<file path="src/rtl/core/pbwm_ram.sv">
`default_nettype none

module pbwm_ram #(
    parameter int WIDTH = 8,
    parameter int DEPTH = 256
) (
    input  wire logic                     clk,
    input  wire logic                     en,
    input  wire logic                     we,
    input  wire logic [$clog2(DEPTH)-1:0] addr,
    input  wire logic [WIDTH-1:0]         wdata,
    output logic      [WIDTH-1:0]         rdata
);

    logic [WIDTH-1:0] mem [DEPTH];
    logic [WIDTH-1:0] rdata_reg;

    // single port, registered read; read data holds while the port is idle
    always_ff @(posedge clk) begin
        if (en) begin
            if (we) begin
                mem[addr] <= wdata;
            end else begin
                rdata_reg <= mem[addr];
            end
        end
    end

    assign rdata = rdata_reg;

endmodule

`default_nettype wire

</file>
<file path="config.mk">
export PLATFORM = sky130hd
export DESIGN_NAME = pbwm_ram
export DESIGN_NICKNAME = d
export VERILOG_FILES = /design/src/rtl/core/pbwm_ram.sv
export SDC_FILE = /design/constraint.sdc
export NUM_CORES = 2
export LEC_CHECK = 0
export ABC_CLOCK_PERIOD_IN_PS = 2850
export BUFFER_PORTS_ARGS = -buffer_cell sky130_fd_sc_hd__buf_2
export CORE_MARGIN = 3
export CORE_UTILIZATION = 35
export DETAILED_ROUTE_END_ITERATION = 8
export GPL_TIMING_DRIVEN = 0
export PLACE_DENSITY = 0.58
export SYNTH_ARGS = -nofsm -noshare
export SYNTH_HDL_FRONTEND = slang
export SYNTH_SLANG_ARGS = --single-unit
export TNS_END_PERCENT = 5
</file>
<file path="constraint.sdc">
create_clock -name clk -period 2.85 [get_ports clk]
set_input_delay 0.4275 -clock clk [delete_from_list [all_inputs] [get_ports clk]]
set_output_delay 0.4275 -clock clk [all_outputs]
set_load 0.03 [all_outputs]
</file>
==> qor.txt <==
First-pass GRT wire length: 307 mm
PwrDens: 684 mW/mm2
Core area: 0.223 mm2
CP Capture Type: flop
Slowest-stage cell, CP: clkbuf_2
Mapped Nets: 3545
Clock Pin Slew Worst Setup and Hold Paths: 0.06 ns
Status: finished with violations
Post-route cell area: 0.0908 mm2
CTS tree: built
Clock Sinks: 2056
Wire per inst: 31.8 um
Syn Std Cell Area: 0.0784 mm2
Leading area contributor after synthesis: edfxtp_1
DRT Pass-1 Iters: 7
Hold WC Path Type: primary input to flop
Combinational power share: 5.0%
Most common cell in the netlist: edfxtp_1
Pins Over Slew Limit: 0
Internal Pwr Total: 48.6 mW
Failing checks: setup timing
Synthesized flop and latch total: 2056
Critical path depth: 7
Top cells by instance count after synthesis: 2056 x edfxtp_1, 512 x mux4_2, 259 x nor2_1, 256 x a22oi_1, 143 x clkbuf_1
# H-tree levels: 4
FF-to-FF path depth: 5
YS warnings: 0
Sw Ratio: 21.9%
Power, Total: 62.1 mW
Number of core rows: 173
Area Overhead vs Synth: 15.8%
Buffers added on ports: 24
Buf/Inv on CP: 2
Antenna Nets Post-Route: 0
Iteration-0 DRC Markers: 5456
RSZ-0062 raised after global routing: true
Setup crit start kind: primary input
Gr usage total: 19.0%
Initial Util: 35.2%
Die area: 0.230 mm2
LEAKAGE: 27.1 nW
VDD IR max: 0.000521 V
Final HPWL DP: 140 mm
Initial antenna violation count: 15
Num CTS Buffers: 203
Final period util: 107%
Hold Slack: 0.0332 ns
Max Clk Rate: 327 MHz
Final min period: 3.06 ns
Arrival @ worst endpoint: 3.50 ns
Top post-synthesis cells by area: edfxtp_1 79%, mux4_2 15%, a22oi_1 2.5%
Sequential share of the synthesized area: 78.8%
Layout net count: 3801
Max FFs per register: 2048
Slack of the critical path: -0.205 ns
Via count: 39000
Die height: 479 um
R2R Setup Slk: -0.07 ns
DR DRC count: 0
Final setup fails: 181
Syn avg cell area: 22.2 um2
Slew HR: 18.4%
Crit path max fanout: 10
Largest net degree at the start of global routing: 158
Worst Max-Slew Pin Slew: 1.22 ns
Placed Cells: 6550
Aggregate routed wire length: 221 mm
Vias in the first global route: 38900
Final Hold Fails: 0
Yosys cell types: 21
Number of flops mapped to enable cells by yosys: 2056
Slowest stage delay, CP: 0.57 ns
CP top delay family: compound AO/OA/AOI/OAI gates
Clock network power share: 41.4%
Max clock buf depth: 3
Seq pwr share: 53.6%
GP Congestion: 0.934
Die Span X: 479 um
Drt via density: 5.63
Grt ovf: 0
Hold Path Depth: 1
Worst Skew: 0.0643 ns
I/O pin total: 27
CTS root buf: clkbuf_16
Share of cells above drive strength 1: 29.7%
Cells after Synth: 3526
Non-Filler Instances: 6927
Top FF cell, synth: edfxtp_1
Clk Latency, worst-skew pair: 0.85 ns
Yosys top cell area share: 78.8%
Max Cap Viol: 0
Ys async rst share: 0%
Crit Path Category: primary input to flop
DP Area: 0.0829 mm2
Worst-path cell chain: clkbuf_1 > clkbuf_2 > mux4_2 > a22oi_1 > a21oi_1 > o41ai_1 > nand4_1
Psw: 13.6 mW
Fillers: 19500
CP required: 3.29 ns
power by group through the flow:
stage / Sequential, mW / Clock (mW) / Combinational [mW]
2_1_floorplan: 34.0 / 0 / 1.43
3_3_place_gp: 34.1 / 0 / 2.87
6_report: 33.3 / 25.7 / 3.11
4_1_cts: 33.3 / 26.0 / 3.07
3_5_place_dp: 34.0 / 0 / 2.99
5_1_grt: 33.3 / 27.3 / 3.24
logic make-up (layout without fill, tap and decap cells):
group / after synthesis / count (layout) / share of synthesized area [%]
muxes: 512 / 512 / 14.7
DFF: 2056 / 2056 / 78.8
other: 0 / 5 / 0
buffers and inverters: 225 / 646 / 1.28
AOI/OAI and AO/OA: 416 / 416 / 3.63
and+or+nand+nor: 317 / 317 / 1.61
area by class of cell:
cell class | count | area [um2] | share of cell area, %
Tap cell | 2975 | 3720 | 4.10
Buffer | 224 | 1250 | 1.38
Sequential cell | 2056 | 61700 | 68.0
Antenna cell | 5 | 12.5 | 0.0138
Clock inverter | 106 | 943 | 1.04
Clock buffer | 264 | 5350 | 5.89
Multi-Input combinational cell | 1245 | 16900 | 18.7
Timing Repair Buffer | 52 | 823 | 0.907
what timing repair did:
item,CTS,global route
buffers inserted,0,2
resized for setup,375,99
pin swaps,11,8
setup endpoints to repair,2056,751
hold buffers,1,0
endpoints found under the hold margin,22,0
worst paths after layout:
kind                    startpoint                    end
min                       wdata[6]  mem[196][6]$_DFFE_PP_
max reg2reg  mem[239][2]$_DFFE_PP_     rdata[2]$_DFFE_PP_
max                        addr[1]     rdata[2]$_DFFE_PP_
min reg2reg  mem[243][5]$_DFFE_PP_     rdata[5]$_DFFE_PP_
metal layers:
layer  vias up  routed length [um]  GRT usage (%)
met5         -                 126          0.539
met4         4                8840           7.58
met3       393               20500           4.44
met2      1928              103000           29.1
met1     21100               88100           26.4
li1      15600                   -              -
metrics by stage:
| step | setup slack (ns) | utilization [%] | TNS, ns |
|---|---|---|---|
| 4_1_cts | -0.152 | 40.6 | -14.44 |
| 6_report | -0.205 | 40.8 | -6.61 |
| 5_1_grt | -0.0994 | 40.8 | -1.58 |
| 2_1_floorplan | 0.127 | - | 0 |
| 3_5_place_dp | -3.15 | 37.3 | -4609.96 |
| 3_3_place_gp | -3.56 | 36.9 | - |
placed cells by master, fill, tap and decap left out, types with 17 or more instances in the layout:
cell type / count
a21oi_1: 109
a21oi_2: 19
a22oi_1: 246
buf_2: 45
buf_4: 17
clkbuf_1: 143
clkbuf_16: 205
clkbuf_2: 46
clkbuf_4: 24
clkinv_1: 55
clkinv_2: 25
edfxtp_1: 2056
mux4_2: 512
nor2_1: 103
nor2_2: 51
nor2_4: 105
o41ai_1: 19
Power figures use the tool's default switching activity.
