==> src/rtl/core/pbwm_pkg.sv <==
`default_nettype none

package pbwm_pkg;

    // field and register widths
    localparam int WORD_BITS     = 16;
    localparam int BYTE_BITS     = 8;
    localparam int ADDR_BITS_DEF = 16;
    localparam int CFG_COUNT     = 8;
    localparam int CFG_IDX_BITS  = 3;
    localparam int RANGE_COUNT   = 4;

    localparam logic [WORD_BITS-1:0] LOW_BYTE_MASK = 16'h00FF;

    // access codes on s_mode
    typedef enum logic [1:0] {
        MODE_RD_BYTE = 2'd0,
        MODE_RD_WORD = 2'd1,
        MODE_WR_BYTE = 2'd2,
        MODE_WR_WORD = 2'd3
    } mode_t;

    // result status codes
    typedef enum logic [1:0] {
        STAT_OK   = 2'd0,
        STAT_PRIV = 2'd1,
        STAT_LAST = 2'd2
    } status_t;

    // protected-range lookup for the two bytes of an access
    typedef struct packed {
        logic lo;
        logic hi;
    } prot_hit_t;

    typedef logic [WORD_BITS-1:0] cfg_word_t;

    // reset values of the range registers: rom, audio, input, syscall (start, end)
    localparam cfg_word_t CFG_RESET [CFG_COUNT] = '{
        16'd0, 16'd32767,
        16'd1, 16'd0,
        16'd1, 16'd0,
        16'd1, 16'd0
    };

endpackage

`default_nettype wire

==> src/rtl/core/pbwm_prot.sv <==
`default_nettype none

module pbwm_prot (
    input  wire logic                             aclk,
    input  wire logic                             aresetn,
    input  wire logic                             cfg_wr_en,
    input  wire logic [pbwm_pkg::CFG_IDX_BITS-1:0] cfg_index,
    input  wire logic [pbwm_pkg::WORD_BITS-1:0]    cfg_data,
    input  wire logic [pbwm_pkg::WORD_BITS-1:0]    addr_lo,
    input  wire logic [pbwm_pkg::WORD_BITS-1:0]    addr_hi,
    output pbwm_pkg::prot_hit_t                    hit
);

    import pbwm_pkg::*;

    cfg_word_t cfg_reg  [CFG_COUNT];
    cfg_word_t cfg_next [CFG_COUNT];

    // range register file
    always_comb begin
        for (int i = 0; i < CFG_COUNT; i++) begin
            cfg_next[i] = cfg_reg[i];
        end
        if (cfg_wr_en) begin
            cfg_next[cfg_index] = cfg_data;
        end
    end

    always_ff @(posedge aclk) begin
        if (!aresetn) begin
            for (int i = 0; i < CFG_COUNT; i++) begin
                cfg_reg[i] <= CFG_RESET[i];
            end
        end else begin
            for (int i = 0; i < CFG_COUNT; i++) begin
                cfg_reg[i] <= cfg_next[i];
            end
        end
    end

    // inclusive range compare for both byte addresses; start above end never hits
    always_comb begin
        hit.lo = 1'b0;
        hit.hi = 1'b0;
        for (int r = 0; r < RANGE_COUNT; r++) begin
            if (addr_lo >= cfg_reg[2*r] && addr_lo <= cfg_reg[2*r+1]) begin
                hit.lo = 1'b1;
            end
            if (addr_hi >= cfg_reg[2*r] && addr_hi <= cfg_reg[2*r+1]) begin
                hit.hi = 1'b1;
            end
        end
    end

endmodule

`default_nettype wire

==> config.mk <==
export PLATFORM = sky130hd
export DESIGN_NAME = pbwm_prot
export DESIGN_NICKNAME = d
export VERILOG_FILES = /design/src/rtl/core/pbwm_pkg.sv /design/src/rtl/core/pbwm_prot.sv
export SDC_FILE = /design/constraint.sdc
export NUM_CORES = 1
export LEC_CHECK = 0
export ABC_AREA = 1
export ABC_CLOCK_PERIOD_IN_PS = 2200
export BUFFER_PORTS_ARGS = -buffer_cell sky130_fd_sc_hd__buf_2
export CAP_MARGIN = 20
export CORE_ASPECT_RATIO = 1.75
export CORE_MARGIN = 2
export CORE_UTILIZATION = 50
export DETAILED_ROUTE_END_ITERATION = 10
export PLACE_DENSITY_LB_ADDON = 0.12
export SETUP_SLACK_MARGIN = 0.3
export SLEW_MARGIN = 20
export SYNTH_ARGS = -nofsm -noshare
export SYNTH_HDL_FRONTEND = slang
export SYNTH_SLANG_ARGS = --single-unit
==> constraint.sdc <==
create_clock -name aclk -period 2.2 [get_ports aclk]
set_input_delay 0.44 -clock aclk [delete_from_list [all_inputs] [get_ports aclk]]
set_output_delay 0.44 -clock aclk [all_outputs]
set_load 0.1 [all_outputs]
==> results of run 1 <==
-- final cells by class --
cell class / instances / share of cell area, %
inverter: 193 / 5.80
multi-input combinational: 1054 / 59.1
clock buffer: 23 / 3.96
tap: 252 / 2.51
timing repair buffer: 138 / 7.77
clock inverter: 6 / 0.458
sequential: 128 / 20.4
-- path summary, 6_finish.rpt --
| check | from | endpoint | slack [ns] |
|---|---|---|---|
| worst max-delay path | cfg_reg[1][5]$_SDFFE_PN0P_ | hit[1] | -0.50 |
| worst min-delay path | cfg_data[0] | cfg_reg[1][32]$_SDFFE_PN1P_ | 0.36 |
| worst max register to register | cfg_reg[1][25]$_SDFFE_PN0P_ | cfg_reg[1][25]$_SDFFE_PN0P_ | 1.39 |
| worst min register to register | cfg_reg[1][1]$_SDFFE_PN0P_ | cfg_reg[1][1]$_SDFFE_PN0P_ | 0.48 |
-- kinds of logic (layout without fill, tap and decap cells) --
family | Yosys count | count (layout) | synth area share (%)
simple gates | 405 | 405 | 15.9
compound gates | 393 | 393 | 19.7
fa+ha+maj | 256 | 256 | 30.5
buf+inv | 232 | 360 | 9.44
flops | 128 | 128 | 24.4
-- power by group through the flow --
stage | sequential [mW] | clock [mW] | combinational, mW
CTS | 2.43 | 2.79 | 1.68
detailed placement | 2.47 | 0 | 1.60
global route | 2.43 | 2.87 | 1.95
global placement | 2.47 | 0 | 1.55
floorplan | 2.47 | 0 | 0.992
finish | 2.43 | 2.76 | 1.72
-- metal layers --
metal / vias to the layer above / wire [microns] / track usage [%]
li1: 5064 / - / -
met3: 74 / 1060 / 3.94
met1: 4434 / 12400 / 31.4
met4: 0 / 1340 / 12.3
met2: 216 / 16300 / 53.6
met5: - / 0 / 0
-- cells in the final DEF, fill, tap and decap left out --
master	n
ha_1	228
o21ai_0	81
nand2_2	12
a21o_1	5
a21oi_1	213
nor2_1	63
inv_4	2
o21bai_1	6
nand4_1	23
o21a_1	10
nor4_1	1
inv_1	165
buf_12	5
o21ai_1	56
nor3_2	10
clkinv_2	4
buf_4	84
ha_4	28
dfxtp_2	5
clkinvlp_4	1
nand3_2	4
a21oi_2	6
o211ai_1	14
clkbuf_8	5
nand3_1	27
dfxtp_1	123
clkbuf_16	17
bufinv_16	1
buf_2	49
o21ai_2	1
nor3_1	8
nor2_2	11
nor3_4	1
inv_2	26
clkbuf_1	1
nand2_1	245
o21bai_2	1
-- repair_timing --
item                       CTS  global route
pin swaps                   33             7
hold endpoints to repair     0             0
hold buffers                 0             0
resized for setup           74            24
setup endpoints to repair    2             2
buffers inserted             2             0
-- worst max-delay path, delay by kind of cell (launching register included) --
family	cells	cell delay, ns
compound gates	2	0.30
fa+ha+maj	1	0.29
buf+inv	2	0.32
flops	1	0.30
simple gates	5	0.60
-- per-stage QoR --
step | setup TNS, ns | cell area, sq um | power, mW | std cells
final | -0.957 | 12600 | 6.91 | 1794
after global routing | -1.19 | 12600 | 7.26 | 1794
after CTS | -0.933 | 12400 | 6.90 | 1794
after detailed placement | -1.02 | 11500 | 4.07 | 1763
after global placement | -1.02 | 11500 | 4.03 | 1763
after floorplan | -0.750 | 10500 | 3.46 | 1414
==> metrics, run 1 <==
Final GP Congestion=0.872; Final #Nets=1,842; Synth Cell Area=10,500 sq um; failing checks=negative setup slack; post-synth net total=1,724; DRC=0; RSZ-0062 raised after global routing=yes; first-pass GRT wire length=48,800 microns; Tcrit/Tclk final=123%; Fin. Hold Viols=0; wire length per cell=17.4 microns; Multi-input gate area=7420 sq um; Worst Setup Start Kind=register; I/O pin count=56; vias per cell=5.46; cell with the most instances after synthesis=nand2_1; Period minus WS final=2.70 ns; Layout area overhead=19.9%; Pint=4.75 mW; DP Worst Slack=-0.523 ns; Util after Layout=60.5%; Setup Crit Path Kind=reg -> out; Psw=2.16 mW; Worst-Margin Slew=0.563 ns; Synth Warn #=0; worst path required time=1.76 ns; Leakage=5.73 nW; top cells by area, synth=ha_1, dfxtp_1, a21oi_1; Die W=113 microns; DR pass1 iterations=7; clock share of power=40.0%; Routed Antenna Nets=0; critical path arrival=2.26 ns; clk_lat worst skew=0.44 ns; Sw Share=31.2%; FP Rows=70; Clock Sinks=128; max FFs per register=128; Hold Slack=0.356 ns; initial core utilization=50.5%; CTS clk-pin slew, worst paths=0.06 ns; ys async rst share=0%; Hold WC Path Type=in -> reg; CTS tree=built; Post-synth EDFFs=0; DRT iter0 DRCs=475; vias in the first global route=9,394; Worst Setup End Kind=primary output; outcome=finished, violations left; commonest cells in the netlist=nand2_1, ha_1, a21oi_1; largest fanout on the critical path=3; Most used DFF post-synth=dfxtp_1; antenna diode count=0; R2R depth=4; crit path cell chain=inv_1, ha_1, a21oi_1, o21a_1, nand2_2, nand2_1, nand3_2, nand2_2, nand4_1, buf_12; PnR worst setup slack=-0.505 ns; GR Util All Layers=28.5%; fillers=1,927; Post-Syn Instances=1,414; worst vdd ir=0.405 mV; largest net degree at the start of global routing=55; Gate power share=24.9%; CP max stage cell=dfxtp_1; count of different cell masters after synthesis=24; Die Y=196 microns; Syn Area/Cell=7.42 sq um; normalized max-slew margin=62.4%; Clock Tree Buf Depth=2; leading area contributor after synthesis=ha_1; routed wire length=31,200 microns; Synth Register Bits=128; count of final setup violators=2; Reg power frac=35.1%; Slowest Stage Delay on Critical Path=0.30 ns; total clock buffers created by CTS=17; final slew viol count=0; Die Footprint=22,200 sq um; Setup Skew=0 ns; share of layout cells above drive strength 1=17.7%; CP most frequent cell=nand2_2; register area share after synthesis=24.4%; Port Buf Inserts=55; PD cells=550 nW/um^2; hold path depth=3; via count=9,788; gr ovfl total=0; post-synth top area share=30.5%; Storage cell area=2570 sq um; DP HPWL=23,800 microns; core footprint=20,800 sq um; max_cap viols=0; initial antenna violation count=0; # H-tree levels=4; Root Driver=clkbuf_16; fmax=370 MHz
(Power assumes the default switching activity.)
==> run 2, diff against run 1 <==
--- a/config.mk
+++ b/config.mk
@@ -14,6 +14,7 @@
 export CORE_UTILIZATION = 50
 export DETAILED_ROUTE_END_ITERATION = 10
 export PLACE_DENSITY_LB_ADDON = 0.12
+export RECOVER_POWER = 50
 export SETUP_SLACK_MARGIN = 0.3
 export SLEW_MARGIN = 20
 export SYNTH_ARGS = -nofsm -noshare
==> metrics, run 2 (synthesis results as in run 1) <==
outcome=finished, violations left; failing checks=negative setup slack; GR Util All Layers=28.5%; Tcrit/Tclk final=123%; dpl cells=1,763; DP HPWL=23,800 microns; commonest non-fill, non-tap cells in the layout=nand2_1, ha_1, a21oi_1; Final GP Congestion=0.872; total clock buffers created by CTS=17; clk_lat worst skew=0.44 ns; DR pass1 iterations=7; Final #Nets=1,842; first-pass GRT wire length=48,800 microns; Period minus WS final=2.70 ns; Slowest Stage Delay on Critical Path=0.31 ns; via count=9,827; DRC=0; commonest non-fill, non-tap cell in the layout=nand2_1; wire length per cell=17.4 microns; CP most frequent cell=nand2_1; Die W=113 microns; Worst Path Buf+Inv=2; CP max stage cell=dfxtp_1; crit path cell chain=inv_1, ha_4, nand4_1, nor3_2, nand2_1, nand2_1, nand2_2, nand2_1, nand4_1, buf_12; Clock Tree Buf Depth=2; FP Rows=70; antenna diode count=0; Die Footprint=22,200 sq um; PnR worst setup slack=-0.505 ns; I/O pin count=56; Setup Crit Path Kind=reg -> out; core footprint=20,800 sq um; Design Power=6.90 mW; vias per cell=5.48; max_cap viols=0; normalized max-slew margin=29.1%; Leakage=5.73 nW; Hold WC Path Type=in -> reg; Worst Setup End Kind=primary output; worst path required time=1.76 ns; CTS clk-pin slew, worst paths=0.06 ns; Setup Skew=0 ns; DRT iter0 DRCs=459; Die Y=196 microns; Finished Cell Area=12,500 sq um; Util after Layout=60.4%; initial antenna violation count=0; Top delay family on crit path=simple AND/OR/NAND/NOR gates; largest fanout on the critical path=3; Clock Sinks=128; count of final setup violators=2; max FFs per register=128; share of layout cells above drive strength 1=17.1%; R2R depth=4; Worst-Margin Slew=1.06 ns; RSZ-0062 raised after global routing=yes; Worst Setup Start Kind=register; largest net degree at the start of global routing=55; fmax=370 MHz; Routed Antenna Nets=0; Hold Slack=0.359 ns; Port Buf Inserts=55; hold path depth=3; CTS tree=built; Root Driver=clkbuf_16; worst vdd ir=0.402 mV; Layout area overhead=19.6%; gr ovfl total=0; Post-DP Area=11,500 sq um; initial core utilization=50.5%; routed wire length=31,100 microns; critical path arrival=2.26 ns; CTS Hold Bufs=0; final slew viol count=0; # H-tree levels=4; CP Depth=10; vias in the first global route=9,394; PD cells=550 nW/um^2; final non-filler cell total=1,794; Fin. Hold Viols=0
## run 2: changes by cell type in the layout (fill, tap and decap cells not counted), sizes merged
| cell | delta |
|---|---|
| buf | -2 |
| clkbuf | +2 |
## run 2: layer usage
layer	routed length [microns]	up-vias	GRT usage [%]
met5	0	-	0
met4	1450	0	12.3
met3	1020	81	3.94
met2	16100	209	53.6
met1	12500	4475	31.4
li1	-	5062	-
## run 2: final cells by class
class / count / area (sq um)
Inverter: 193 / 729
Sequential cell: 128 / 2570
Clock inverter: 6 / 57.6
Clock buffer: 23 / 498
Tap cell: 252 / 315
Multi-Input combinational cell: 1054 / 7410
Timing Repair Buffer: 138 / 958
Fill cell: 1933 / 8220
## run 2: path summary, 6_finish.rpt
path                                from  slack (ns)                           to
min reg2reg  cfg_reg[1][62]$_SDFFE_PN0P_        0.49  cfg_reg[1][62]$_SDFFE_PN0P_
max reg2reg  cfg_reg[1][25]$_SDFFE_PN0P_        1.38  cfg_reg[1][25]$_SDFFE_PN0P_
max          cfg_reg[0][27]$_SDFFE_PN1P_       -0.50                       hit[1]
min                          cfg_data[0]        0.36  cfg_reg[0][16]$_SDFFE_PN1P_
## run 2: stage by stage
step	setup slack, ns	setup TNS (ns)
2_1_floorplan	-0.385	-0.750
3_3_place_gp	-0.551	-1.02
3_5_place_dp	-0.523	-1.02
4_1_cts	-0.467	-0.933
5_1_grt	-0.620	-1.19
6_report	-0.505	-0.970
## run 2: power breakdown
| part | switching, mW | internal (mW) |
|---|---|---|
| clock | 1.08 | 1.67 |
| combinational | 1.04 | 0.671 |
| sequential | 0.0247 | 2.40 |
## run 2: what timing repair did
| item | in CTS | in global routing |
|---|---|---|
| buffers inserted | 2 | 0 |
| cloned | 0 | 0 |
| setup endpoints to repair | 2 | 2 |
| pin swaps | 33 | 7 |
| resized for setup | 74 | 24 |
## run 2: worst reg2reg max path, delay by kind of cell, from the launching register on
family	cells	cell delay (ns)
AOI/OAI and AO/OA	1	0.10
buffers and inverters	3	0.30
DFF	1	0.34
==> run 3, diff against run 2 <==
--- a/config.mk
+++ b/config.mk
@@ -11,10 +11,9 @@
 export CAP_MARGIN = 20
 export CORE_ASPECT_RATIO = 1.75
 export CORE_MARGIN = 2
-export CORE_UTILIZATION = 50
+export CORE_UTILIZATION = 30
 export DETAILED_ROUTE_END_ITERATION = 10
 export PLACE_DENSITY_LB_ADDON = 0.12
-export RECOVER_POWER = 50
 export SETUP_SLACK_MARGIN = 0.3
 export SLEW_MARGIN = 20
 export SYNTH_ARGS = -nofsm -noshare
==> metrics, run 3 (synthesis results as in run 1) <==
DP HPWL=31,700 microns; Clock Sinks=128; antenna diode count=0; Worst-Margin Slew=0.633 ns; Slowest Stage Delay on Critical Path=0.31 ns; GR Util All Layers=22.1%; wire length per cell=19.0 microns; commonest non-fill, non-tap cell in the layout=nand2_1; I/O pin count=56; worst path required time=1.76 ns; Design Power=7.75 mW; Fin. Hold Viols=0; total clock buffers created by CTS=17; PnR worst setup slack=-0.674 ns; # H-tree levels=4; commonest non-fill, non-tap cells in the layout=nand2_1, ha_1, a21oi_1; Max Used Layer=met4; Final GP Congestion=0.861; final non-filler cell total=2,089; PD cells=562 nW/um^2; fmax=348 MHz; largest fanout on the critical path=3; CP most frequent cell=nand2_1; critical path arrival=2.43 ns; Root Driver=clkbuf_16; DRT iter0 DRCs=360; max_cap viols=0; normalized max-slew margin=57.8%; met3 wire length=971 microns; Die Footprint=36,500 sq um; RSZ-0062 raised after global routing=yes; Worst Path Buf+Inv=3; CTS Hold Bufs=0; gr ovfl total=0; Worst Setup Start Kind=register; Hold WC Path Type=in -> reg; Final #Nets=1,926; vias in the first global route=9,971; Worst Setup End Kind=primary output; dpl cells=2,044; worst vdd ir=0.546 mV; initial antenna violation count=0; first-pass GRT wire length=59,600 microns; largest net degree at the start of global routing=40; Finished Cell Area=13,800 sq um; final slew viol count=0; initial core utilization=30.4%; share of layout cells above drive strength 1=24.2%; Util after Layout=40.0%; Setup Crit Path Kind=reg -> out; via count=10,144; Setup Skew=0 ns; failing checks=negative setup slack; outcome=finished, violations left; routed wire length on met2=22,100 microns; CTS clk-pin slew, worst paths=0.06 ns; CTS tree=built; crit path cell chain=inv_1, buf_4, ha_1, nand2_1, nor2_1, a21oi_2, nand3_1, nand2_1, nand4_1, buf_12; DRC=0; CP max stage cell=dfxtp_1; Port Buf Inserts=55; max FFs per register=128; met1 wire length=15,100 microns; count of final setup violators=2; TNS Setup=-1.23 ns; routed wire length=39,700 microns; Tcrit/Tclk final=131%; Clock Tree Buf Depth=2; Post-DP Area=12,400 sq um; clk_lat worst skew=0.45 ns; Leakage=6.24 nW; Routed Antenna Nets=0; core footprint=34,500 sq um; FP Rows=90; vias per cell=4.86; Die Y=251 microns; DR pass1 iterations=5; Die W=145 microns; Period minus WS final=2.87 ns; Layout area overhead=31.6%; Top delay family on crit path=simple AND/OR/NAND/NOR gates
run 3: stage by stage:
step / hold WS (ns) / setup WS [ns]
floorplan: 0.456 / -0.385
global placement: 0.472 / -0.762
detailed placement: 0.478 / -0.699
CTS: 0.334 / -0.676
global route: 0.346 / -0.753
finish: 0.356 / -0.674
run 3: worst reg2reg max path, stage by stage, from the launching register on:
cell	delay, ns
dfxtp_2	0.32
inv_2	0.06
buf_4	0.13
buf_4	0.12
a21oi_1	0.10
run 3: timing repair:
action	in CTS	in global routing
pin swaps	20	41
buffers inserted	5	8
gates resized for setup	77	72
endpoints found under the setup margin	2	2
run 3: cell type report:
| type | count | area, sq um |
|---|---|---|
| clock inverter | 13 | 236 |
| clock buffer | 19 | 433 |
| multi-input combinational | 1054 | 7490 |
| sequential | 128 | 2580 |
| inverter | 193 | 733 |
| fill | 3630 | 20700 |
| timing repair buffer | 222 | 1750 |
| tap | 460 | 576 |
run 3: worst paths after layout:
check / startpoint / to / slack (ns) / cells after the start
worst max-delay path: cfg_reg[1][44]$_SDFFE_PN0P_ / hit[1] / -0.67 / 10
worst min-delay path: cfg_data[0] / cfg_reg[1][32]$_SDFFE_PN1P_ / 0.36 / 3
worst max register to register: cfg_reg[1][62]$_SDFFE_PN0P_ / cfg_reg[1][62]$_SDFFE_PN0P_ / 1.41 / 4
worst min register to register: cfg_reg[1][44]$_SDFFE_PN0P_ / cfg_reg[1][44]$_SDFFE_PN0P_ / 0.49 / 2
run 3: where the power goes:
part           switching [mW]  internal, mW
Sequential             0.0257          2.40
Clock                    1.23          2.13
Combinational            1.17         0.793
Total                    2.42          5.33
run 3: per-layer routing:
layer,GRT usage [%],vias up
met5,0,-
met4,9.55,0
met3,3.01,66
met2,44.5,192
met1,22.2,4655
li1,-,5231
